==> src/hdl/hdp_pkg.sv <==
// Haversine distance unit: shared constants, arctangent table and widths.
// No dependencies.
package hdp_pkg;

  localparam int AngW  = 34;
  localparam int TabLen = 40;

  localparam logic signed [AngW-1:0] CordicGain = 34'sd652032875;
  localparam logic signed [AngW-1:0] QuarterTurn = 34'sd1073741824;
  localparam logic signed [AngW-1:0] HalfTurn = 34'sd2147483648;
  localparam logic [31:0] PiQ30 = 32'd3373259426;
  localparam logic [26:0] DistMax = 27'd52707179;
  localparam int SqrtSteps = 31;

  localparam logic [7:0] RegRadius = 8'd0;
  localparam logic [7:0] RegLimit  = 8'd1;

  function automatic logic signed [AngW-1:0] hdp_atan(input int idx);
    logic signed [AngW-1:0] v;
    case (idx)
      0: v = 34'sh20000000;  1: v = 34'sh12E4051E;  2: v = 34'sh09FB385B;
      3: v = 34'sh051111D4;  4: v = 34'sh028B0D43;  5: v = 34'sh0145D7E1;
      6: v = 34'sh00A2F61E;  7: v = 34'sh00517C55;  8: v = 34'sh0028BE53;
      9: v = 34'sh00145F2F;  10: v = 34'sh000A2F98; 11: v = 34'sh000517CC;
      12: v = 34'sh00028BE6; 13: v = 34'sh000145F3; 14: v = 34'sh0000A2FA;
      15: v = 34'sh0000517D; 16: v = 34'sh000028BE; 17: v = 34'sh0000145F;
      18: v = 34'sh00000A30; 19: v = 34'sh00000518; 20: v = 34'sh0000028C;
      21: v = 34'sh00000146; 22: v = 34'sh000000A3; 23: v = 34'sh00000051;
      24: v = 34'sh00000029; 25: v = 34'sh00000014; 26: v = 34'sh0000000A;
      27: v = 34'sh00000005; 28: v = 34'sh00000003; 29: v = 34'sh00000001;
      30: v = 34'sh00000001;
      default: v = '0;
    endcase
    return v;
  endfunction

endpackage

==> src/hdl/hdp_sqrt_step.sv <==
// One registered digit of a restoring integer square root (two radicand bits).
// Depends on hdp_pkg.
module hdp_sqrt_step import hdp_pkg::*; (
  input  logic        clk_i,
  input  logic        en_i,
  input  logic [32:0] rem_i,
  input  logic [30:0] root_i,
  input  logic [61:0] rad_i,
  output logic [32:0] rem_o,
  output logic [30:0] root_o,
  output logic [61:0] rad_o
);

  logic [32:0] rem_q, rem_d, part, trial;
  logic [30:0] root_q, root_d;
  logic [61:0] rad_q;

  always_comb begin
    part  = {rem_i[30:0], rad_i[61:60]};
    trial = {root_i[30:0], 2'b01};
    if (part >= trial) begin
      rem_d  = part - trial;
      root_d = {root_i[29:0], 1'b1};
    end else begin
      rem_d  = part;
      root_d = {root_i[29:0], 1'b0};
    end
  end

  always_ff @(posedge clk_i) begin
    if (en_i) begin
      rem_q  <= rem_d;
      root_q <= root_d;
      rad_q  <= {rad_i[59:0], 2'b00};
    end
  end

  assign rem_o  = rem_q;
  assign root_o = root_q;
  assign rad_o  = rad_q;

endmodule

==> config.mk <==
export PLATFORM = sky130hd
export DESIGN_NAME = hdp_sqrt_step
export DESIGN_NICKNAME = d
export VERILOG_FILES = /design/src/hdl/hdp_pkg.sv /design/src/hdl/hdp_sqrt_step.sv
export SDC_FILE = /design/constraint.sdc
export NUM_CORES = 1
export LEC_CHECK = 0
export BUFFER_PORTS_ARGS = -buffer_cell sky130_fd_sc_hd__buf_2
export CAP_MARGIN = 15
export CORE_MARGIN = 4
export CORE_UTILIZATION = 48
export DETAILED_ROUTE_END_ITERATION = 8
export MAX_ROUTING_LAYER = met4
export PLACE_DENSITY = 0.8
export SKIP_CTS_REPAIR_TIMING = 1
export SLEW_MARGIN = 25
export SYNTH_ARGS = -nofsm -noshare
export SYNTH_HDL_FRONTEND = slang
export SYNTH_SLANG_ARGS = --single-unit
==> constraint.sdc <==
create_clock -name clk_i -period 3.5 [get_ports clk_i]
set_clock_uncertainty 0.15 [all_clocks]
set_input_delay 0.35 -clock clk_i [delete_from_list [all_inputs] [get_ports clk_i]]
set_output_delay 0.35 -clock clk_i [all_outputs]
set_load 0.05 [all_outputs]
==> results.json, run 1 <==
{
  "min_from": "rem_i[30]",
  "die-height_um": 120,
  "worst_pin_slew_ps": 655,
  "place_congestion": 0.809,
  "cp.arrival_ps": 3370,
  "fillers": 847,
  "start_util_pct": 49.3,
  "critical_path.max_stage_delay_ps": 530,
  "power_leakage_nw": 3.99,
  "multi_input_area_mm2": 0.00202,
  "cp.required_ps": 3520,
  "yosys_warnings": 0,
  "syn_inst": 478,
  "startpoint": "root_i[2]",
  "yosysSeqAreaShare_pct": 62.3,
  "slowest_stage": "dlygate4sd3_1",
  "fmax_ghz": 0.299,
  "crit_top_cell": "o21ai_1",
  "area_growth_pct": 49.7,
  "async_flop_share_pct": 0,
  "wirelength_um": 18300,
  "startpoint_type": "primary input",
  "hp-class": "in -> reg",
  "io_buffers": 249,
  "wl_per_cell_um": 18.1,
  "critPathBufInv": 3,
  "synth_area_mm2": 0.00597,
  "instances_no_fill": 1009,
  "drc": 0,
  "path_cells": "dlygate4sd3_1 > buf_2 > inv_1 > ha_1 > a21oi_1 > nand3_1 > o211ai_1 > o31a_1 > o21ai_1 > o311ai_1 > o21ai_1 > xnor2_1 > o21ai_1",
  "cts.path.max_buffers": 2,
  "path_clk_slew_ps": 60,
  "yosys-top-cells-area": "edfxtp_1 62%, ha_1 6.9%, nand2_1 3.3%, o21ai_0 2.9%, a21oi_1 2.8%",
  "hold_viol": 0,
  "track_usage_pct": 22.5,
  "die_area_mm2": 0.0143,
  "finalPower_mw": 4.98,
  "grt_pass1_vias": 4683,
  "final_antenna_net_count": 0,
  "ys.flop_type": "edfxtp_1",
  "ys_ff_latch": 124,
  "ios": 254,
  "avgSynthCellArea_um2": 12.5,
  "synth.largest_area_cell": "edfxtp_1",
  "post-place-cells": 886,
  "cp.depth": 13,
  "final.min_clock_period_ps": 3350,
  "yosysTopAreaCellShare_pct": 62.3,
  "drive_gt1_share_pct": 35.7,
  "setup_viol": 0,
  "mostFrequentLayoutCells": "248 x buf_2, 124 x edfxtp_1, 90 x dlygate4sd3_1, 53 x nand2_1, 39 x inv_1",
  "finalMaxSlewViolations": 0,
  "maxCapViolCount": 0,
  "crit_type": "in -> reg",
  "yosysUniqueCellTypes": 51,
  "core-area_mm2": 0.0121,
  "status": "completed",
  "antenna_found_initial": 1,
  "h-tree-depth": 4,
  "synth_edf_count": 124,
  "final_common_cell": "buf_2",
  "end_kind": "flip-flop",
  "overflow": 0,
  "final.period_utilization_pct": 95.6,
  "drtIter0Drc": 380,
  "holdPathStages": 3,
  "grt_pass1_wl_um": 24400,
  "cts-root-buf": "clkbuf_16",
  "numCtsBuffers": 17,
  "die_w_um": 120,
  "std_cell_rows": 40,
  "post_drt_via_cell_ratio": 5.06,
  "relSlewSlack_pct": 56.4,
  "cts_tree": "done",
  "peakVddDrop_v": 0.000246,
  "cp_max_fo": 6,
  "via_count": 5110,
  "cts_num_sinks": 124,
  "cpLargestDelayFamily": "compound AO/OA/AOI/OAI gates",
  "regArea_mm2": 0.00372,
  "drtPass1Iterations": 5,
  "grt_max_degree": 52,
  "place_hpwl_um": 12200,
  "nets": 988,
  "p_per_area_mw_per_mm2": 557
}
-- metal layers --
layer,up-vias,track usage (%),share of wire [%]
li1,2457,-,-
met1,2396,25.5,39
met2,210,38.0,52
met3,47,7.02,6.0
met4,0,8.09,3.7
met5,-,-,0
-- final cells by class --
type	instances	area share, %
Sequential cell	124	41.6
Timing Repair Buffer	346	24.9
Multi-Input combinational cell	299	22.5
Clock buffer	17	4.76
Tap cell	168	2.35
Clock inverter	15	2.13
Inverter	39	1.64
Antenna cell	1	0.0280
-- flip-flops by register name, summed over array words and instances, names as in the netlist --
| register | flops |
|---|---|
| root_o | 31 |
| rad_o | 60 |
| rem_o | 33 |
-- final timing paths --
kind	endpoint	slack, ps
min	rem_o[32]	80
max	rem_o[27]	150
-- power by group --
group | switching, mW | internal [mW]
clock | 0.701 | 1.13
sequential | 0.0399 | 1.81
combinational | 0.906 | 0.393
-- synthesized netlist by cell type, types with 2 or more instances --
| cell type | instances |
|---|---|
| o21ai_0 | 35 |
| o21a_1 | 4 |
| o211ai_1 | 3 |
| o21ai_1 | 8 |
| nand4_1 | 10 |
| xnor2_1 | 18 |
| mux2_2 | 2 |
| edfxtp_1 | 124 |
| clkbuf_1 | 4 |
| inv_1 | 39 |
| buf_4 | 2 |
| buf_2 | 9 |
| a31oi_1 | 3 |
| o311ai_1 | 3 |
| nor2_1 | 10 |
| ha_1 | 33 |
| or3_1 | 2 |
| a21oi_1 | 34 |
| a21boi_0 | 2 |
| or4_1 | 2 |
| a211o_1 | 2 |
| nand2b_1 | 6 |
| nor2b_1 | 6 |
| xor2_1 | 13 |
| and3_1 | 3 |
| a21o_1 | 9 |
| nor3_1 | 2 |
| o31a_1 | 2 |
| nand3_1 | 7 |
| o21bai_1 | 6 |
| a21oi_2 | 3 |
| nand2_1 | 53 |
-- through the flow --
step                      setup slack, ps  hold WS, ps  TNS, ps  utilization, %  instance area [um2]
after floorplan                       749          299        0               -                 5980
after global placement                318          377        0            61.3                 7420
after detailed placement              294          378        0            61.3                 7420
after CTS                             737        -61.2        0            66.4                 8040
after global routing                -9.11         90.3    -13.4            73.8                 8940
final                                 153         76.8        0            73.8                 8940
-- tightest hold or removal path: cells and delay by family --
kind                   cells  cell delay, ps
AND/OR/NAND/NOR            1              40
AO/OA/AOI/OAI              1              60
buffers and inverters      1              90
-- logic make-up after synthesis --
group	Yosys count	share of synthesized area (%)
XOR/XNOR	31	4.55
buffers and inverters	56	3.98
multiplexers	3	0.545
adder cells (fa/ha/maj)	33	6.91
flip-flops	124	62.3
other	1	0.0628
AND/OR/NAND/NOR	107	8.65
AO/OA/AOI/OAI	123	13.0
Power figures use the tool's default switching activity.
==> run 2: changes to the inputs <==
- RECOVER_POWER: default -> 50
- SLEW_MARGIN: 25 -> 5
==> results.json, run 2 (synthesis gave the netlist of run 1 again) <==
{
  "drtPass1Iterations": 4,
  "cp_max_fo": 6,
  "drtIter0Drc": 372,
  "finalSetupTns_ps": 0,
  "finalMaxSlewViolations": 51,
  "cts_tree": "done",
  "maxCapViolCount": 1,
  "place_congestion": 0.809,
  "grt_pass1_vias": 4683,
  "power_leakage_nw": 3.92,
  "hold_viol": 0,
  "io_buffers": 249,
  "h-tree-depth": 4,
  "via_count": 5099,
  "drive_gt1_share_pct": 33.0,
  "std_cell_rows": 40,
  "timing.hold.ws_ps": 75.9,
  "combPwrFrac_pct": 26.0,
  "cts.path.max_buffers": 2,
  "p_sw_share_pct": 33.1,
  "track_usage_pct": 22.5,
  "final.min_clock_period_ps": 3350,
  "fillers": 863,
  "cp.arrival_ps": 3370,
  "overflow": 0,
  "met3_wirelength_um": 1150,
  "core-area_mm2": 0.0121,
  "wl_met2_um": 9480,
  "design_area_mm2": 0.00891,
  "antenna_found_initial": 1,
  "maxUsedRoutingLayer": "met4",
  "final_util_pct": 73.6,
  "path_clk_slew_ps": 60,
  "ios": 254,
  "grt_max_degree": 52,
  "end_kind": "flip-flop",
  "grt_pass1_wl_um": 24400,
  "startpoint_type": "primary input",
  "hp-class": "in -> reg",
  "cts_num_sinks": 124,
  "area_growth_pct": 49.2,
  "seq_power_share_pct": 37.1,
  "final_common_cell": "buf_2",
  "final_antenna_net_count": 0,
  "status": "finished with violations",
  "setup_viol": 0,
  "violations": "max-capacitance violations, max-slew violations",
  "nets": 988,
  "placedInstanceArea_mm2": 0.00742,
  "p_clk_share_pct": 36.9,
  "start_util_pct": 49.3,
  "worst_pin_slew_ps": 2770,
  "power.switching_mw": 1.65,
  "drc": 0,
  "peakVddDrop_v": 0.000246,
  "die_area_mm2": 0.0143,
  "p_int_mw": 3.33,
  "wirelength_um": 18300,
  "cts-root-buf": "clkbuf_16",
  "fmax_ghz": 0.299,
  "p_per_area_mw_per_mm2": 559,
  "wl_per_cell_um": 18.1,
  "numCtsBuffers": 17,
  "die-height_um": 120,
  "met1_length_um": 7060,
  "finalPower_mw": 4.98,
  "crit_type": "in -> reg",
  "post_drt_via_cell_ratio": 5.05,
  "mostFrequentLayoutCells": "224 x buf_2, 124 x edfxtp_1, 90 x dlygate4sd3_1, 53 x nand2_1, 39 x inv_1",
  "largest_reg_flops": 60,
  "final.period_utilization_pct": 95.7,
  "holdPathStages": 3,
  "place_hpwl_um": 12200,
  "die_w_um": 120,
  "relSlewSlack_pct": -84.9,
  "cp.required_ps": 3530
}
## run 2: power by group through the flow
stage | Combinational [mW] | Sequential, mW | Clock [mW]
after floorplan | 0.358 | 2.38 | 0
after global routing | 1.38 | 1.86 | 1.92
final | 1.30 | 1.85 | 1.84
after CTS | 1.21 | 1.84 | 1.85
after global placement | 1.19 | 1.87 | 0
after detailed placement | 1.21 | 1.87 | 0
## run 2: routing by layer
| layer | up-vias | global-route usage (%) |
|---|---|---|
| met5 | - | - |
| met4 | 0 | 8.09 |
| met3 | 44 | 7.02 |
| met2 | 205 | 38.0 |
| met1 | 2395 | 25.5 |
| li1 | 2455 | - |
## run 2: worst paths after layout
path | from | to | slack, ps
hold / removal | rem_i[30] | rem_o[32] | 80
setup / recovery | root_i[2] | rem_o[27] | 150
## run 2: area by class of cell
cell class	instances	area, um2	share of cell area (%)
diodes	1	2.50	0.0281
clock buffers	17	425	4.77
clock inverters	15	190	2.13
inverters	39	146	1.64
multi-input cells	299	2020	22.6
flip-flops and latches	124	3720	41.8
well taps	168	210	2.36
repair buffers	346	2200	24.6
## run 2: stage by stage
step                      setup slack [ps]  std cells
after CTS                              737        918
after detailed placement               294        886
after floorplan                        749        479
final                                  152       1009
after global placement                 318        886
after global routing                 -9.11       1009
## run 2: critical path, cell delays in order
cell	delay [ps]
dlygate4sd3_1	530
buf_2	110
inv_1	40
ha_1	340
a21oi_1	240
nand3_1	170
o211ai_1	340
o31a_1	220
o21ai_1	120
o311ai_1	510
o21ai_1	140
xnor2_1	170
o21ai_1	70
