==> src/hdl/hdp_pkg.sv <==
// Haversine distance unit: shared constants, arctangent table and widths.
// No dependencies.
package hdp_pkg;

  localparam int AngW  = 34;
  localparam int TabLen = 40;

  localparam logic signed [AngW-1:0] CordicGain = 34'sd652032875;
  localparam logic signed [AngW-1:0] QuarterTurn = 34'sd1073741824;
  localparam logic signed [AngW-1:0] HalfTurn = 34'sd2147483648;
  localparam logic [31:0] PiQ30 = 32'd3373259426;
  localparam logic [26:0] DistMax = 27'd52707179;
  localparam int SqrtSteps = 31;

  localparam logic [7:0] RegRadius = 8'd0;
  localparam logic [7:0] RegLimit  = 8'd1;

  function automatic logic signed [AngW-1:0] hdp_atan(input int idx);
    logic signed [AngW-1:0] v;
    case (idx)
      0: v = 34'sh20000000;  1: v = 34'sh12E4051E;  2: v = 34'sh09FB385B;
      3: v = 34'sh051111D4;  4: v = 34'sh028B0D43;  5: v = 34'sh0145D7E1;
      6: v = 34'sh00A2F61E;  7: v = 34'sh00517C55;  8: v = 34'sh0028BE53;
      9: v = 34'sh00145F2F;  10: v = 34'sh000A2F98; 11: v = 34'sh000517CC;
      12: v = 34'sh00028BE6; 13: v = 34'sh000145F3; 14: v = 34'sh0000A2FA;
      15: v = 34'sh0000517D; 16: v = 34'sh000028BE; 17: v = 34'sh0000145F;
      18: v = 34'sh00000A30; 19: v = 34'sh00000518; 20: v = 34'sh0000028C;
      21: v = 34'sh00000146; 22: v = 34'sh000000A3; 23: v = 34'sh00000051;
      24: v = 34'sh00000029; 25: v = 34'sh00000014; 26: v = 34'sh0000000A;
      27: v = 34'sh00000005; 28: v = 34'sh00000003; 29: v = 34'sh00000001;
      30: v = 34'sh00000001;
      default: v = '0;
    endcase
    return v;
  endfunction

endpackage

==> src/hdl/hdp_cordic_step.sv <==
// One registered CORDIC micro-rotation, rotation or vectoring mode.
// Depends on hdp_pkg.
module hdp_cordic_step import hdp_pkg::*; #(
  parameter int SHIFT  = 0,
  parameter bit VECTOR = 1'b0
) (
  input  logic                   clk_i,
  input  logic                   en_i,
  input  logic signed [AngW-1:0] x_i,
  input  logic signed [AngW-1:0] y_i,
  input  logic signed [AngW-1:0] z_i,
  output logic signed [AngW-1:0] x_o,
  output logic signed [AngW-1:0] y_o,
  output logic signed [AngW-1:0] z_o
);

  localparam logic signed [AngW-1:0] Atan = hdp_atan(SHIFT);

  logic signed [AngW-1:0] x_q, y_q, z_q, x_d, y_d, z_d, dx, dy;
  logic                   pos;

  always_comb begin
    dx  = y_i >>> SHIFT;
    dy  = x_i >>> SHIFT;
    pos = VECTOR ? (y_i >= 0) : (z_i >= 0);
    if (VECTOR) begin
      if (pos) begin
        x_d = x_i + dx; y_d = y_i - dy; z_d = z_i + Atan;
      end else begin
        x_d = x_i - dx; y_d = y_i + dy; z_d = z_i - Atan;
      end
    end else begin
      if (pos) begin
        x_d = x_i - dx; y_d = y_i + dy; z_d = z_i - Atan;
      end else begin
        x_d = x_i + dx; y_d = y_i - dy; z_d = z_i + Atan;
      end
    end
  end

  always_ff @(posedge clk_i) begin
    if (en_i) begin
      x_q <= x_d;
      y_q <= y_d;
      z_q <= z_d;
    end
  end

  assign x_o = x_q;
  assign y_o = y_q;
  assign z_o = z_q;

endmodule

==> config.mk <==
export PLATFORM = sky130hd
export DESIGN_NAME = hdp_cordic_step
export DESIGN_NICKNAME = d
export VERILOG_FILES = /design/src/hdl/hdp_pkg.sv /design/src/hdl/hdp_cordic_step.sv
export SDC_FILE = /design/constraint.sdc
export NUM_CORES = 1
export LEC_CHECK = 0
export ABC_AREA = 1
export BUFFER_PORTS_ARGS = -buffer_cell sky130_fd_sc_hd__clkbuf_2
export CAP_MARGIN = 40
export CELL_PAD_IN_SITES_DETAIL_PLACEMENT = 1
export CELL_PAD_IN_SITES_GLOBAL_PLACEMENT = 1
export CORE_UTILIZATION = 32
export DETAILED_ROUTE_END_ITERATION = 8
export PLACE_DENSITY_LB_ADDON = 0.15
export SETUP_SLACK_MARGIN = 0.05
export SLEW_MARGIN = 20
export SYNTH_ARGS = -nofsm -noshare
export SYNTH_HDL_FRONTEND = slang
export SYNTH_SLANG_ARGS = --single-unit
==> constraint.sdc <==
create_clock -name clk_i -period 2.3 [get_ports clk_i]
set_input_delay 0.23 -clock clk_i [delete_from_list [all_inputs] [get_ports clk_i]]
set_output_delay 0.23 -clock clk_i [all_outputs]
set_load 0.02 [all_outputs]
==> qor.json, run 1 <==
{
  "outcome": {"value": "finished, final reports clean"},
  "critPathArrivalTime": {"value": 2270, "unit": "ps"},
  "syn-num-nets": {"value": 1840},
  "grt_setup_unrepaired": {"value": "no"},
  "wire_length_of_the_first_global_routing_pass": {"value": 68.01, "unit": "mm"},
  "remaining_drc_errors": {"value": 0},
  "final_area": {"value": 0.01454, "unit": "mm²"},
  "setup_fix_bufs_post_cts": {"value": 0},
  "clkSinkCount": {"value": 101},
  "cts.reportedPaths.clkPinSlew": {"value": 80, "unit": "ps"},
  "drv.max_cap_violation_count": {"value": 0},
  "final_layout_size_suffix_gt1_frac": {"value": 0.2653},
  "syn-mean-instance-area": {"value": 6.701, "unit": "µm²"},
  "post-layout-total-power": {"value": 7.387, "unit": "mW"},
  "route.final.wire_length": {"value": 43.77, "unit": "mm"},
  "total_leakage_power": {"value": 7.790, "unit": "nW"},
  "cp_slowest_cell": {"value": "sky130_fd_sc_hd__ha_1"},
  "clock.fmax": {"value": 469.7, "unit": "MHz"},
  "cp_data_required_time": {"value": 2440, "unit": "ps"},
  "placer_congestion": {"value": 0.9172},
  "die_area": {"value": 0.03485, "unit": "mm²"},
  "floorplan.rows": {"value": 67},
  "number_of_clock_buffers_inserted_by_tritoncts": {"value": 9},
  "critical_path.max_fanout": {"value": 6},
  "fin_nets": {"value": 2276},
  "antenna_found_initial": {"value": 0},
  "synth.ff_latch_count": {"value": 101},
  "netlist.area_leader.share": {"value": 0.2779},
  "ant_nets": {"value": 0},
  "root_driver": {"value": "sky130_fd_sc_hd__clkbuf_16"},
  "setup_violations": {"value": 0},
  "worst-path-stages": {"value": 14},
  "power_per_cell_area": {"value": 508.1, "unit": "mW/mm²"},
  "num_antenna_cells": {"value": 0},
  "layout_stage_area_growth_over_the_synthesis_result": {"value": 33.18, "unit": "%"},
  "gr-usage-all-layers": {"value": 0.2517},
  "cts-hold-fix-buffers": {"value": 0},
  "drv_slew": {"value": 0},
  "drt_first_iter_violations": {"value": 611},
  "synth-edff-count": {"value": 101},
  "critPathMostFrequentCell": {"value": "sky130_fd_sc_hd__nand2_1"},
  "tritoncts_clock_tree": {"value": "done"},
  "vias_per_cell": {"value": 4.849},
  "dpl-instance-area": {"value": 0.01427, "unit": "mm²"},
  "setup.worst_path.class": {"value": "in -> reg"},
  "synth.cell_area": {"value": 0.01092, "unit": "mm²"},
  "port-buffer-count": {"value": 205},
  "async_reset_ff_frac": {"value": 0},
  "detailedPlacementHpwl": {"value": 38.03, "unit": "mm"},
  "critical-path-top-delay-family": {"value": "simple AND/OR/NAND/NOR gates"},
  "n_fill_cell": {"value": 4470},
  "number_of_i_o_pins": {"value": 206},
  "fin_hold_ws": {"value": 59.85, "unit": "ps"},
  "critPathLaunchType": {"value": "input port"},
  "worst_path_largest_cell_delay": {"value": 430, "unit": "ps"},
  "period_share": {"value": 0.9257},
  "wl_per_cell": {"value": 17.39, "unit": "µm"},
  "initial_utilization": {"value": 0.3255},
  "finish.cell_count_without_fillers": {"value": 2517},
  "path_buf_inv": {"value": 2},
  "vdd.ir_drop.worst": {"value": 0.3662, "unit": "mV"},
  "synth_seq_area_share": {"value": 0.2779},
  "via_count": {"value": 12210},
  "pin_count_of_the_biggest_net_entering_global_routing": {"value": 56},
  "cts_buffer_depth": {"value": 2},
  "hold-path-cell-count": {"value": 1},
  "htreeDepth": {"value": 3},
  "synth_warnings": {"value": 0},
  "max-slew-margin-rel": {"value": 0.6372},
  "yosysUniqueCellTypes": {"value": 44},
  "via_count_of_the_first_global_routing_pass": {"value": 12620},
  "crit_path_end_kind": {"value": "flop"},
  "hold_viol_final": {"value": 0},
  "core": {"value": 0.03353, "unit": "mm²"},
  "crit_chain": {"value": "clkbuf_2, inv_1, ha_1, nand2_2, nor2_2, nand2_1, o211ai_1, nand2_1, nand2_1, nand2_1, nand2_1, nand2_1, nand3_1, nand2_1"},
  "first_pass_iters": {"value": 5},
  "dp_cells": {"value": 2502},
  "die_w": {"value": 186.7, "unit": "µm"},
  "postSynthCellCount": {"value": 1629},
  "worst_hold_path_type": {"value": "in -> reg"},
  "synthFlopType": {"value": "sky130_fd_sc_hd__edfxtp_1"},
  "die_height": {"value": 186.7, "unit": "µm"},
  "synth_area_leader_cell": {"value": "sky130_fd_sc_hd__edfxtp_1"},
  "synth.top_cells.by_count": {"value": "475 x sky130_fd_sc_hd__nand2_1, 262 x sky130_fd_sc_hd__inv_1, 157 x sky130_fd_sc_hd__nand3_1"},
  "timing.final.crit_period": {"value": 2129, "unit": "ps"},
  "synth_most_common_cell": {"value": "sky130_fd_sc_hd__nand2_1"},
  "synth.top_cells.by_area": {"value": "sky130_fd_sc_hd__edfxtp_1 28%, sky130_fd_sc_hd__nand2_1 16%, sky130_fd_sc_hd__ha_1 12%"},
  "timing_worst_slew_pin_value": {"value": 538.5, "unit": "ps"},
  "globalRoute.totalOverflow": {"value": 0}
}
==> per-stage QoR <==
step	util	setup slack [ps]	setup TNS, ps
floorplan	-	185.3	0
finish	0.4335	171.0	0
global route	0.4335	54.74	0
global placement	0.4254	-201.6	-2774
detailed placement	0.4254	-254.0	-4132
CTS	0.4333	141.0	0
==> final timing paths <==
check | slack, ps | start | end
worst max-delay path | 170 | x_i[4] | y_o[30]
worst min-delay path | 60 | z_i[23] | z_o[23]
==> cell families (layout without fill, tap and decap cells) <==
kind of cell,Yosys count,in the layout,share of synthesized area
compound gates,231,231,0.1153
buf+inv,320,760,0.1240
flops,101,101,0.2779
xor+xnor,37,37,0.02969
simple gates,833,833,0.3277
fa+ha+maj,107,107,0.1254
==> cell usage in the layout (no fill, tap or decap), types with 2 or more instances in the layout <==
cell / netlist / final
sky130_fd_sc_hd__clkbuf_16: 0 / 9
sky130_fd_sc_hd__nand2_1: 475 / 474
sky130_fd_sc_hd__nor2_2: 13 / 13
sky130_fd_sc_hd__clkinv_2: 0 / 2
sky130_fd_sc_hd__ha_2: 0 / 2
sky130_fd_sc_hd__nor3_1: 15 / 15
sky130_fd_sc_hd__buf_4: 29 / 261
sky130_fd_sc_hd__nor4_2: 3 / 3
sky130_fd_sc_hd__nand2_2: 13 / 14
sky130_fd_sc_hd__inv_6: 0 / 2
sky130_fd_sc_hd__ha_1: 103 / 101
sky130_fd_sc_hd__nor2_1: 119 / 118
sky130_fd_sc_hd__buf_12: 0 / 6
sky130_fd_sc_hd__o21ai_1: 11 / 11
sky130_fd_sc_hd__a21o_1: 6 / 6
sky130_fd_sc_hd__a31oi_1: 2 / 2
sky130_fd_sc_hd__inv_1: 262 / 262
sky130_fd_sc_hd__xnor2_1: 2 / 2
sky130_fd_sc_hd__inv_2: 12 / 12
sky130_fd_sc_hd__a21oi_2: 6 / 6
sky130_fd_sc_hd__nor2_4: 2 / 3
sky130_fd_sc_hd__xor2_1: 35 / 35
sky130_fd_sc_hd__o21ai_0: 76 / 76
sky130_fd_sc_hd__nand4_1: 16 / 16
sky130_fd_sc_hd__nor3_2: 2 / 2
sky130_fd_sc_hd__o211ai_1: 2 / 2
sky130_fd_sc_hd__clkbuf_2: 0 / 204
sky130_fd_sc_hd__fa_1: 4 / 4
sky130_fd_sc_hd__nand3_1: 157 / 157
sky130_fd_sc_hd__o21bai_1: 16 / 16
sky130_fd_sc_hd__nand3_2: 3 / 3
sky130_fd_sc_hd__nand3b_1: 4 / 4
sky130_fd_sc_hd__a21oi_1: 108 / 108
sky130_fd_sc_hd__edfxtp_1: 101 / 101
sky130_fd_sc_hd__nor4_1: 2 / 2
==> flip-flops by register name, indices dropped and copies added (netlist names) <==
signal / count
z_o: 34
y_o: 33
x_o: 34
==> power by group <==
group	internal [mW]	leakage, nW	total (mW)	switching (mW)
Clock	0.735	0.129	1.51	0.772
Sequential	2.32	0.987	2.39	0.0699
Combinational	1.33	6.67	3.49	2.16
Total	4.39	7.79	7.39	3.00
==> layer usage <==
metal / wire, µm / global-route usage / vias to the layer above
met4: 1007 / 0.07030 / 0
met2: 20680 / 0.4371 / 286
li1: - / - / 6074
met5: 0 / 0 / -
met3: 1774 / 0.02896 / 41
met1: 20310 / 0.3279 / 5805
==> cell type report <==
cell class                      count  area (µm²)  share of cell area
Clock inverter                      5       35.03            0.002410
Sequential cell                   101        3033              0.2086
Timing Repair Buffer              471        3100              0.2133
Tap cell                          448       560.5             0.03856
Clock buffer                       10       229.0             0.01575
Multi-Input combinational cell   1208        6551              0.4506
Inverter                          274        1028             0.07075
==> what timing repair did <==
action                                  CTS  global route
resized for setup                         0             3
endpoints found under the hold margin     0             0
endpoints found under the setup margin    0             4
No activity file was read; power rests on OpenSTA's default activity.
==> run 2: changes to the inputs <==
--- a/config.mk
+++ b/config.mk
@@ -7,10 +7,11 @@
 export LEC_CHECK = 0
 export ABC_AREA = 1
 export BUFFER_PORTS_ARGS = -buffer_cell sky130_fd_sc_hd__clkbuf_2
-export CAP_MARGIN = 40
+export CAP_MARGIN = 30
 export CELL_PAD_IN_SITES_DETAIL_PLACEMENT = 1
 export CELL_PAD_IN_SITES_GLOBAL_PLACEMENT = 1
 export CORE_UTILIZATION = 32
+export CTS_BUF_LIST = sky130_fd_sc_hd__clkbuf_8
 export DETAILED_ROUTE_END_ITERATION = 8
 export PLACE_DENSITY_LB_ADDON = 0.15
 export SETUP_SLACK_MARGIN = 0.05
==> run 2 against run 1 <==
Global-route usage increased by 0.11 points. Final cell count increased by 0.52%. Maximum frequency decreased by 3.3%. Total power decreased by 5.0%. Clock power decreased by 26%. Count of clock-buffer cells in the layout decreased by 1. Utilization increased by 0.078 points. Combinational power about the same. Critical path depth decreased by 4. Critical endpoint is now z_o[33]. Largest cell class unchanged.
==> qor.json, run 2 (synthesis results as in run 1) <==
{
  "via_count_of_the_first_global_routing_pass": {"value": 12670, "change": "was 12620"},
  "initial_utilization": {"value": 0.3255, "change": "unchanged"},
  "timing_worst_slew_pin_value": {"value": 566.3, "unit": "ps", "change": "was 538.5 ps"},
  "post-layout-total-power": {"value": 7.021, "unit": "mW", "change": "was 7.387 mW"},
  "port-buffer-count": {"value": 205, "change": "unchanged"},
  "floorplan.rows": {"value": 67, "change": "unchanged"},
  "cts.reportedPaths.clkPinSlew": {"value": 100, "unit": "ps", "change": "was 80 ps"},
  "critPathMostFrequentCell": {"value": "sky130_fd_sc_hd__nand2_1", "change": "unchanged"},
  "drt_first_iter_violations": {"value": 599, "change": "was 611"},
  "setup_violations": {"value": 0, "change": "unchanged"},
  "clock.fmax": {"value": 454.2, "unit": "MHz", "change": "was 469.7 MHz"},
  "timing.final.crit_period": {"value": 2202, "unit": "ps", "change": "was 2129 ps"},
  "wl_per_cell": {"value": 17.48, "unit": "µm", "change": "was 17.39 µm"},
  "critPathArrivalTime": {"value": 2370, "unit": "ps", "change": "was 2270 ps"},
  "detailedPlacementHpwl": {"value": 38.03, "unit": "mm", "change": "unchanged"},
  "ant_nets": {"value": 0, "change": "unchanged"},
  "die_w": {"value": 186.7, "unit": "µm", "change": "unchanged"},
  "timing.final.ws_setup": {"value": 98.12, "unit": "ps", "change": "was 171.0 ps"},
  "tritoncts_clock_tree": {"value": "done", "change": "unchanged"},
  "worst_path_largest_cell_delay": {"value": 560, "unit": "ps", "change": "was 430 ps"},
  "globalRoute.totalOverflow": {"value": 0, "change": "unchanged"},
  "layout_common_cells": {"value": "475 x sky130_fd_sc_hd__nand2_1, 263 x sky130_fd_sc_hd__inv_1, 263 x sky130_fd_sc_hd__buf_4", "change": "was 474 x sky130_fd_sc_hd__nand2_1, 262 x sky130_fd_sc_hd__inv_1, 261 x sky130_fd_sc_hd__buf_4"},
  "crit_chain": {"value": "dlygate4sd3_1, clkbuf_2, nor4_1, nand3_1, o21ai_4, ha_1, nand2_1, nand2_1, a21oi_1, xnor2_1", "change": "was clkbuf_2, inv_1, ha_1, nand2_2, nor2_2, nand2_1, o211ai_1, nand2_1, nand2_1, nand2_1, nand2_1, nand2_1, nand3_1, nand2_1"},
  "num_antenna_cells": {"value": 0, "change": "unchanged"},
  "worst_hold_path_type": {"value": "in -> reg", "change": "unchanged"},
  "period_share": {"value": 0.9573, "change": "was 0.9257"},
  "vias_per_cell": {"value": 4.842, "change": "was 4.849"},
  "final_layout_size_suffix_gt1_frac": {"value": 0.2637, "change": "was 0.2653"},
  "pin_count_of_the_biggest_net_entering_global_routing": {"value": 56, "change": "unchanged"},
  "setup_tns": {"value": 0, "unit": "ps", "change": "unchanged"},
  "root_driver": {"value": "sky130_fd_sc_hd__clkbuf_8", "change": "was sky130_fd_sc_hd__clkbuf_16"},
  "die_area": {"value": 0.03485, "unit": "mm²", "change": "unchanged"},
  "crit_path_end_kind": {"value": "flop", "change": "unchanged"},
  "hold-path-cell-count": {"value": 1, "change": "unchanged"},
  "dpl-instance-area": {"value": 0.01427, "unit": "mm²", "change": "unchanged"},
  "drv_slew": {"value": 0, "change": "unchanged"},
  "number_of_clock_buffers_inserted_by_tritoncts": {"value": 9, "change": "unchanged"},
  "layout.cells.most_common": {"value": "sky130_fd_sc_hd__nand2_1", "change": "unchanged"},
  "via_count": {"value": 12250, "change": "was 12210"},
  "total_leakage_power": {"value": 7.812, "unit": "nW", "change": "was 7.790 nW"},
  "wire_length_of_the_first_global_routing_pass": {"value": 68.18, "unit": "mm", "change": "was 68.01 mm"},
  "remaining_drc_errors": {"value": 0, "change": "unchanged"},
  "power_per_cell_area": {"value": 482.1, "unit": "mW/mm²", "change": "was 508.1 mW/mm²"},
  "max-slew-margin-rel": {"value": 0.6225, "change": "was 0.6372"},
  "cts_buffer_depth": {"value": 2, "change": "unchanged"},
  "clkSinkCount": {"value": 101, "change": "unchanged"},
  "core": {"value": 0.03353, "unit": "mm²", "change": "unchanged"},
  "gr-usage-all-layers": {"value": 0.2528, "change": "was 0.2517"},
  "hold_viol_final": {"value": 0, "change": "unchanged"},
  "outcome": {"value": "finished, final reports clean", "change": "unchanged"},
  "placer_congestion": {"value": 0.9172, "change": "unchanged"},
  "critical_path.max_fanout": {"value": 4, "change": "was 6"},
  "htreeDepth": {"value": 3, "change": "unchanged"},
  "cp_data_required_time": {"value": 2470, "unit": "ps", "change": "was 2440 ps"},
  "dp_slack": {"value": -254.0, "unit": "ps", "change": "unchanged"},
  "number_of_i_o_pins": {"value": 206, "change": "unchanged"},
  "grt_setup_unrepaired": {"value": "yes", "change": "was no"},
  "die_height": {"value": 186.7, "unit": "µm", "change": "unchanged"},
  "fin_nets": {"value": 2289, "change": "was 2276"},
  "cp_slowest_cell": {"value": "sky130_fd_sc_hd__dlygate4sd3_1", "change": "was sky130_fd_sc_hd__ha_1"},
  "first_pass_iters": {"value": 5, "change": "unchanged"},
  "drv.max_cap_violation_count": {"value": 0, "change": "unchanged"},
  "layout_stage_area_growth_over_the_synthesis_result": {"value": 33.43, "unit": "%", "change": "was 33.18%"},
  "setup.worst_path.class": {"value": "in -> reg", "change": "unchanged"},
  "critPathLaunchType": {"value": "input port", "change": "unchanged"},
  "final_area": {"value": 0.01456, "unit": "mm²", "change": "was 0.01454 mm²"},
  "route.final.wire_length": {"value": 44.22, "unit": "mm", "change": "was 43.77 mm"},
  "antenna_found_initial": {"value": 0, "change": "unchanged"},
  "vdd.ir_drop.worst": {"value": 0.2563, "unit": "mV", "change": "was 0.3662 mV"}
}
==> run 2: layout make-up <==
| cell class | instances | area, µm² |
|---|---|---|
| clock buffers | 9 | 123.9 |
| repair buffers | 484 | 3236 |
| multi-input cells | 1208 | 6544 |
| fillers | 4483 | 18970 |
| inverters | 274 | 1028 |
| flip-flops and latches | 101 | 3033 |
| clock inverters | 6 | 38.79 |
| well taps | 448 | 560.5 |
==> run 2: path summary, 6_finish.rpt <==
check	startpoint	end
setup / recovery	z_i[1]	z_o[33]
hold / removal	z_i[8]	z_o[8]
==> run 2: metrics by stage <==
step	utilization	hold slack, ps	instances
6_report	0.4343	13.61	2530
5_1_grt	0.4343	-1.517	2530
4_1_cts	0.4321	0.05482	2523
3_5_place_dp	0.4254	424.7	2502
3_3_place_gp	0.4254	423.0	2502
2_1_floorplan	-	328.9	1629
==> run 2: per-layer routing <==
layer / GRT usage / vias up / share of wire
li1: - / 6101 / -
met1: 0.3282 / 5836 / 0.46
met2: 0.4400 / 275 / 0.48
met3: 0.03310 / 38 / 0.040
met4: 0.06494 / 0 / 0.021
met5: 0 / - / 0
==> run 2: what timing repair did <==
item,in CTS,in global routing
hold buffers,6,4
resized for setup,0,1
hold endpoints to repair,6,4
endpoints found under the setup margin,0,3
buffers inserted,0,3
==> run 2: critical path: cells and delay by family <==
family,cells,cell delay (ps)
buf+inv,2,690
simple gates,4,530
compound gates,2,480
fa+ha+maj,1,330
xor+xnor,1,110
==> run 2: where the power goes <==
part           leakage, nW  internal [mW]  total, mW  switching, mW
sequential           0.987           2.32       2.39         0.0717
combinational         6.74           1.35       3.51           2.17
clock               0.0871          0.389       1.12          0.728
total                 7.81           4.06       7.02           2.97
==> run 3: changes to the inputs <==
--- a/config.mk
+++ b/config.mk
@@ -11,7 +11,6 @@
 export CELL_PAD_IN_SITES_DETAIL_PLACEMENT = 1
 export CELL_PAD_IN_SITES_GLOBAL_PLACEMENT = 1
 export CORE_UTILIZATION = 32
-export CTS_BUF_LIST = sky130_fd_sc_hd__clkbuf_8
 export DETAILED_ROUTE_END_ITERATION = 8
 export PLACE_DENSITY_LB_ADDON = 0.15
 export SETUP_SLACK_MARGIN = 0.05
==> constraint.sdc (replaced) <==
create_clock -name clk_i -period 2.1 [get_ports clk_i]
set_input_delay 0.21 -clock clk_i [delete_from_list [all_inputs] [get_ports clk_i]]
set_output_delay 0.21 -clock clk_i [all_outputs]
set_load 0.02 [all_outputs]
==> run 3 against run 2 <==
Global-route usage rose by 0.84 points. Sequential cell count did not move. Non-clock buffer count rose by 43. Via count rose by 2.5%. Largest cell class unchanged.
==> qor.json, run 3 (synthesis results as in run 1) <==
{
  "remaining_drc_errors": {"value": 0, "change": "unchanged"},
  "die_area": {"value": 0.03485, "unit": "mm²", "change": "unchanged"},
  "drt_first_iter_violations": {"value": 551, "change": "was 599"},
  "route.final.wire_length": {"value": 45.68, "unit": "mm", "change": "was 44.22 mm"},
  "via_count": {"value": 12560, "change": "was 12250"},
  "wire_length_of_the_first_global_routing_pass": {"value": 70.48, "unit": "mm", "change": "was 68.18 mm"},
  "ant_nets": {"value": 0, "change": "unchanged"},
  "cts_buffer_depth": {"value": 2, "change": "unchanged"},
  "timing.hold.worst_endpoint": {"value": "z_o[11]", "change": "was z_o[8]"},
  "hold_viol_final": {"value": 0, "change": "unchanged"},
  "placer_congestion": {"value": 0.9135, "change": "was 0.9172"},
  "clkSinkCount": {"value": 101, "change": "unchanged"},
  "dp_slack": {"value": -359.6, "unit": "ps", "change": "was -254.0 ps"},
  "hold-path-cell-count": {"value": 1, "change": "unchanged"},
  "tritoncts_clock_tree": {"value": "done", "change": "unchanged"},
  "htreeDepth": {"value": 3, "change": "unchanged"},
  "num_antenna_cells": {"value": 0, "change": "unchanged"},
  "cp_data_required_time": {"value": 2240, "unit": "ps", "change": "was 2470 ps"},
  "critical_path.max_fanout": {"value": 4, "change": "unchanged"},
  "initial_utilization": {"value": 0.3255, "change": "unchanged"},
  "gr-usage-all-layers": {"value": 0.2612, "change": "was 0.2528"},
  "die_height": {"value": 186.7, "unit": "µm", "change": "unchanged"},
  "detailedPlacementHpwl": {"value": 39.37, "unit": "mm", "change": "was 38.03 mm"},
  "crit_path_end_kind": {"value": "flop", "change": "unchanged"},
  "number_of_i_o_pins": {"value": 206, "change": "unchanged"},
  "multiInputGateArea": {"value": 0.006749, "unit": "mm²", "change": "was 0.006544 mm²"},
  "post-layout-total-power": {"value": 8.645, "unit": "mW", "change": "was 7.021 mW"},
  "timing.final.ws_setup": {"value": 79.50, "unit": "ps", "change": "was 98.12 ps"},
  "cts.reportedPaths.clkPinSlew": {"value": 90, "unit": "ps", "change": "was 100 ps"},
  "port-buffer-count": {"value": 205, "change": "unchanged"},
  "final_layout_size_suffix_gt1_frac": {"value": 0.3114, "change": "was 0.2637"},
  "critPathLaunchType": {"value": "input port", "change": "unchanged"},
  "fin_nets": {"value": 2332, "change": "was 2289"},
  "seqCellArea": {"value": 0.003033, "unit": "mm²", "change": "unchanged"},
  "power_per_cell_area": {"value": 566.9, "unit": "mW/mm²", "change": "was 482.1 mW/mm²"},
  "floorplan.rows": {"value": 67, "change": "unchanged"},
  "timing.final.crit_period": {"value": 2020, "unit": "ps"},
  "vdd.ir_drop.worst": {"value": 0.4026, "unit": "mV", "change": "was 0.2563 mV"},
  "drv_slew": {"value": 0, "change": "unchanged"},
  "root_driver": {"value": "sky130_fd_sc_hd__clkbuf_16", "change": "was sky130_fd_sc_hd__clkbuf_8"},
  "wl_per_cell": {"value": 17.75, "unit": "µm", "change": "was 17.48 µm"},
  "via_count_of_the_first_global_routing_pass": {"value": 13150, "change": "was 12670"},
  "die_w": {"value": 186.7, "unit": "µm", "change": "unchanged"},
  "worst_hold_path_type": {"value": "in -> reg", "change": "unchanged"},
  "critPathArrivalTime": {"value": 2160, "unit": "ps", "change": "was 2370 ps"},
  "outcome": {"value": "finished, final reports clean", "change": "unchanged"},
  "grt_setup_unrepaired": {"value": "yes", "change": "unchanged"},
  "layout_common_cells": {"value": "466 x sky130_fd_sc_hd__nand2_1, 315 x sky130_fd_sc_hd__buf_4, 260 x sky130_fd_sc_hd__inv_1", "change": "was 475 x sky130_fd_sc_hd__nand2_1, 263 x sky130_fd_sc_hd__inv_1, 263 x sky130_fd_sc_hd__buf_4"},
  "first_pass_iters": {"value": 4, "change": "was 5"},
  "globalRoute.totalOverflow": {"value": 0, "change": "unchanged"},
  "setup.worst_path.class": {"value": "in -> reg", "change": "unchanged"},
  "max-slew-margin-rel": {"value": 0.6392, "change": "was 0.6225"},
  "timing_worst_slew_pin_value": {"value": 535.6, "unit": "ps", "change": "was 566.3 ps"},
  "vias_per_cell": {"value": 4.879, "change": "was 4.842"},
  "period_share": {"value": 0.9621},
  "number_of_clock_buffers_inserted_by_tritoncts": {"value": 9, "change": "unchanged"},
  "hold_path_startpoint": {"value": "z_i[11]", "change": "was z_i[8]"},
  "core": {"value": 0.03353, "unit": "mm²", "change": "unchanged"},
  "pin_count_of_the_biggest_net_entering_global_routing": {"value": 64, "change": "was 56"},
  "setup_violations": {"value": 0, "change": "unchanged"},
  "antenna_found_initial": {"value": 0, "change": "unchanged"},
  "drv.max_cap_violation_count": {"value": 0, "change": "unchanged"},
  "layout.cells.most_common": {"value": "sky130_fd_sc_hd__nand2_1", "change": "unchanged"},
  "layout_stage_area_growth_over_the_synthesis_result": {"value": 39.70, "unit": "%", "change": "was 33.43%"},
  "total_leakage_power": {"value": 8.073, "unit": "nW", "change": "was 7.812 nW"},
  "n_fill_cell": {"value": 4477, "change": "was 4483"},
  "clock.fmax": {"value": 494.9, "unit": "MHz"}
}
## run 3: where the power goes
part	total, mW	leakage [nW]	switching [mW]	internal, mW
sequential	2.64	0.987	0.0936	2.54
combinational	4.04	6.93	2.45	1.59
clock	1.97	0.156	0.903	1.07
total	8.64	8.07	3.44	5.20
## run 3: area by class of cell
cell class                      instances  share of cell area
Clock buffer                            9             0.01477
Clock inverter                          7            0.006975
Inverter                              274             0.06745
Multi-Input combinational cell       1208              0.4426
Sequential cell                       101              0.1989
Tap cell                              448             0.03676
Timing Repair Buffer                  527              0.2325
## run 3: repair_timing
item / 4_1_cts / 5_1_grt
endpoints found under the setup margin: 4 / 45
setup buffers: 0 / 1
hold buffers: 0 / 0
pin swaps: 0 / 1
resized for setup: 2 / 68
## run 3: worst max-delay path by stage
stage | startpoint | endpoint | depth (start not counted)
after floorplan | z_i[33] | z_o[33] | 13
after global placement | x_i[7] | x_o[32] | 13
after detailed placement | x_i[7] | x_o[32] | 14
after CTS | x_i[4] | y_o[15] | 12
after global routing | y_i[0] | y_o[32] | 14
final | x_i[26] | x_o[33] | 14
## run 3: metrics by stage
| step | utilization | setup TNS [ps] | cell area [µm²] | hold slack [ps] | cells |
|---|---|---|---|---|---|
| after floorplan | - | 0 | 10930 | 308.9 | 1629 |
| after global placement | 0.4389 | -11570 | 14720 | 403.6 | 2557 |
| after detailed placement | 0.4389 | -13630 | 14720 | 405.0 | 2557 |
| after CTS | 0.4489 | 0 | 15050 | 25.60 | 2573 |
| after global routing | 0.4547 | 0 | 15250 | 31.99 | 2574 |
| final | 0.4547 | 0 | 15250 | 34.88 | 2574 |
## run 3: metal layers
| metal | up-vias | track usage | wire [µm] |
|---|---|---|---|
| met4 | 0 | 0.06242 | 864 |
| met2 | 281 | 0.4592 | 21940 |
| li1 | 6189 | - | - |
| met1 | 6039 | 0.3345 | 20960 |
| met3 | 49 | 0.03799 | 1922 |
| met5 | - | 0 | 0 |
## run 3: critical path, cell delays in order
cell                       delay, ps
sky130_fd_sc_hd__clkbuf_2         90
sky130_fd_sc_hd__inv_1            40
sky130_fd_sc_hd__ha_1            470
sky130_fd_sc_hd__buf_4           190
sky130_fd_sc_hd__nand2_1          80
sky130_fd_sc_hd__inv_2            70
sky130_fd_sc_hd__nand2_1         150
sky130_fd_sc_hd__buf_4           200
sky130_fd_sc_hd__nor2_1          200
sky130_fd_sc_hd__a21oi_1         160
sky130_fd_sc_hd__nand3_1         110
sky130_fd_sc_hd__nand2_1          60
sky130_fd_sc_hd__nand3_1          70
sky130_fd_sc_hd__nand2_1          50
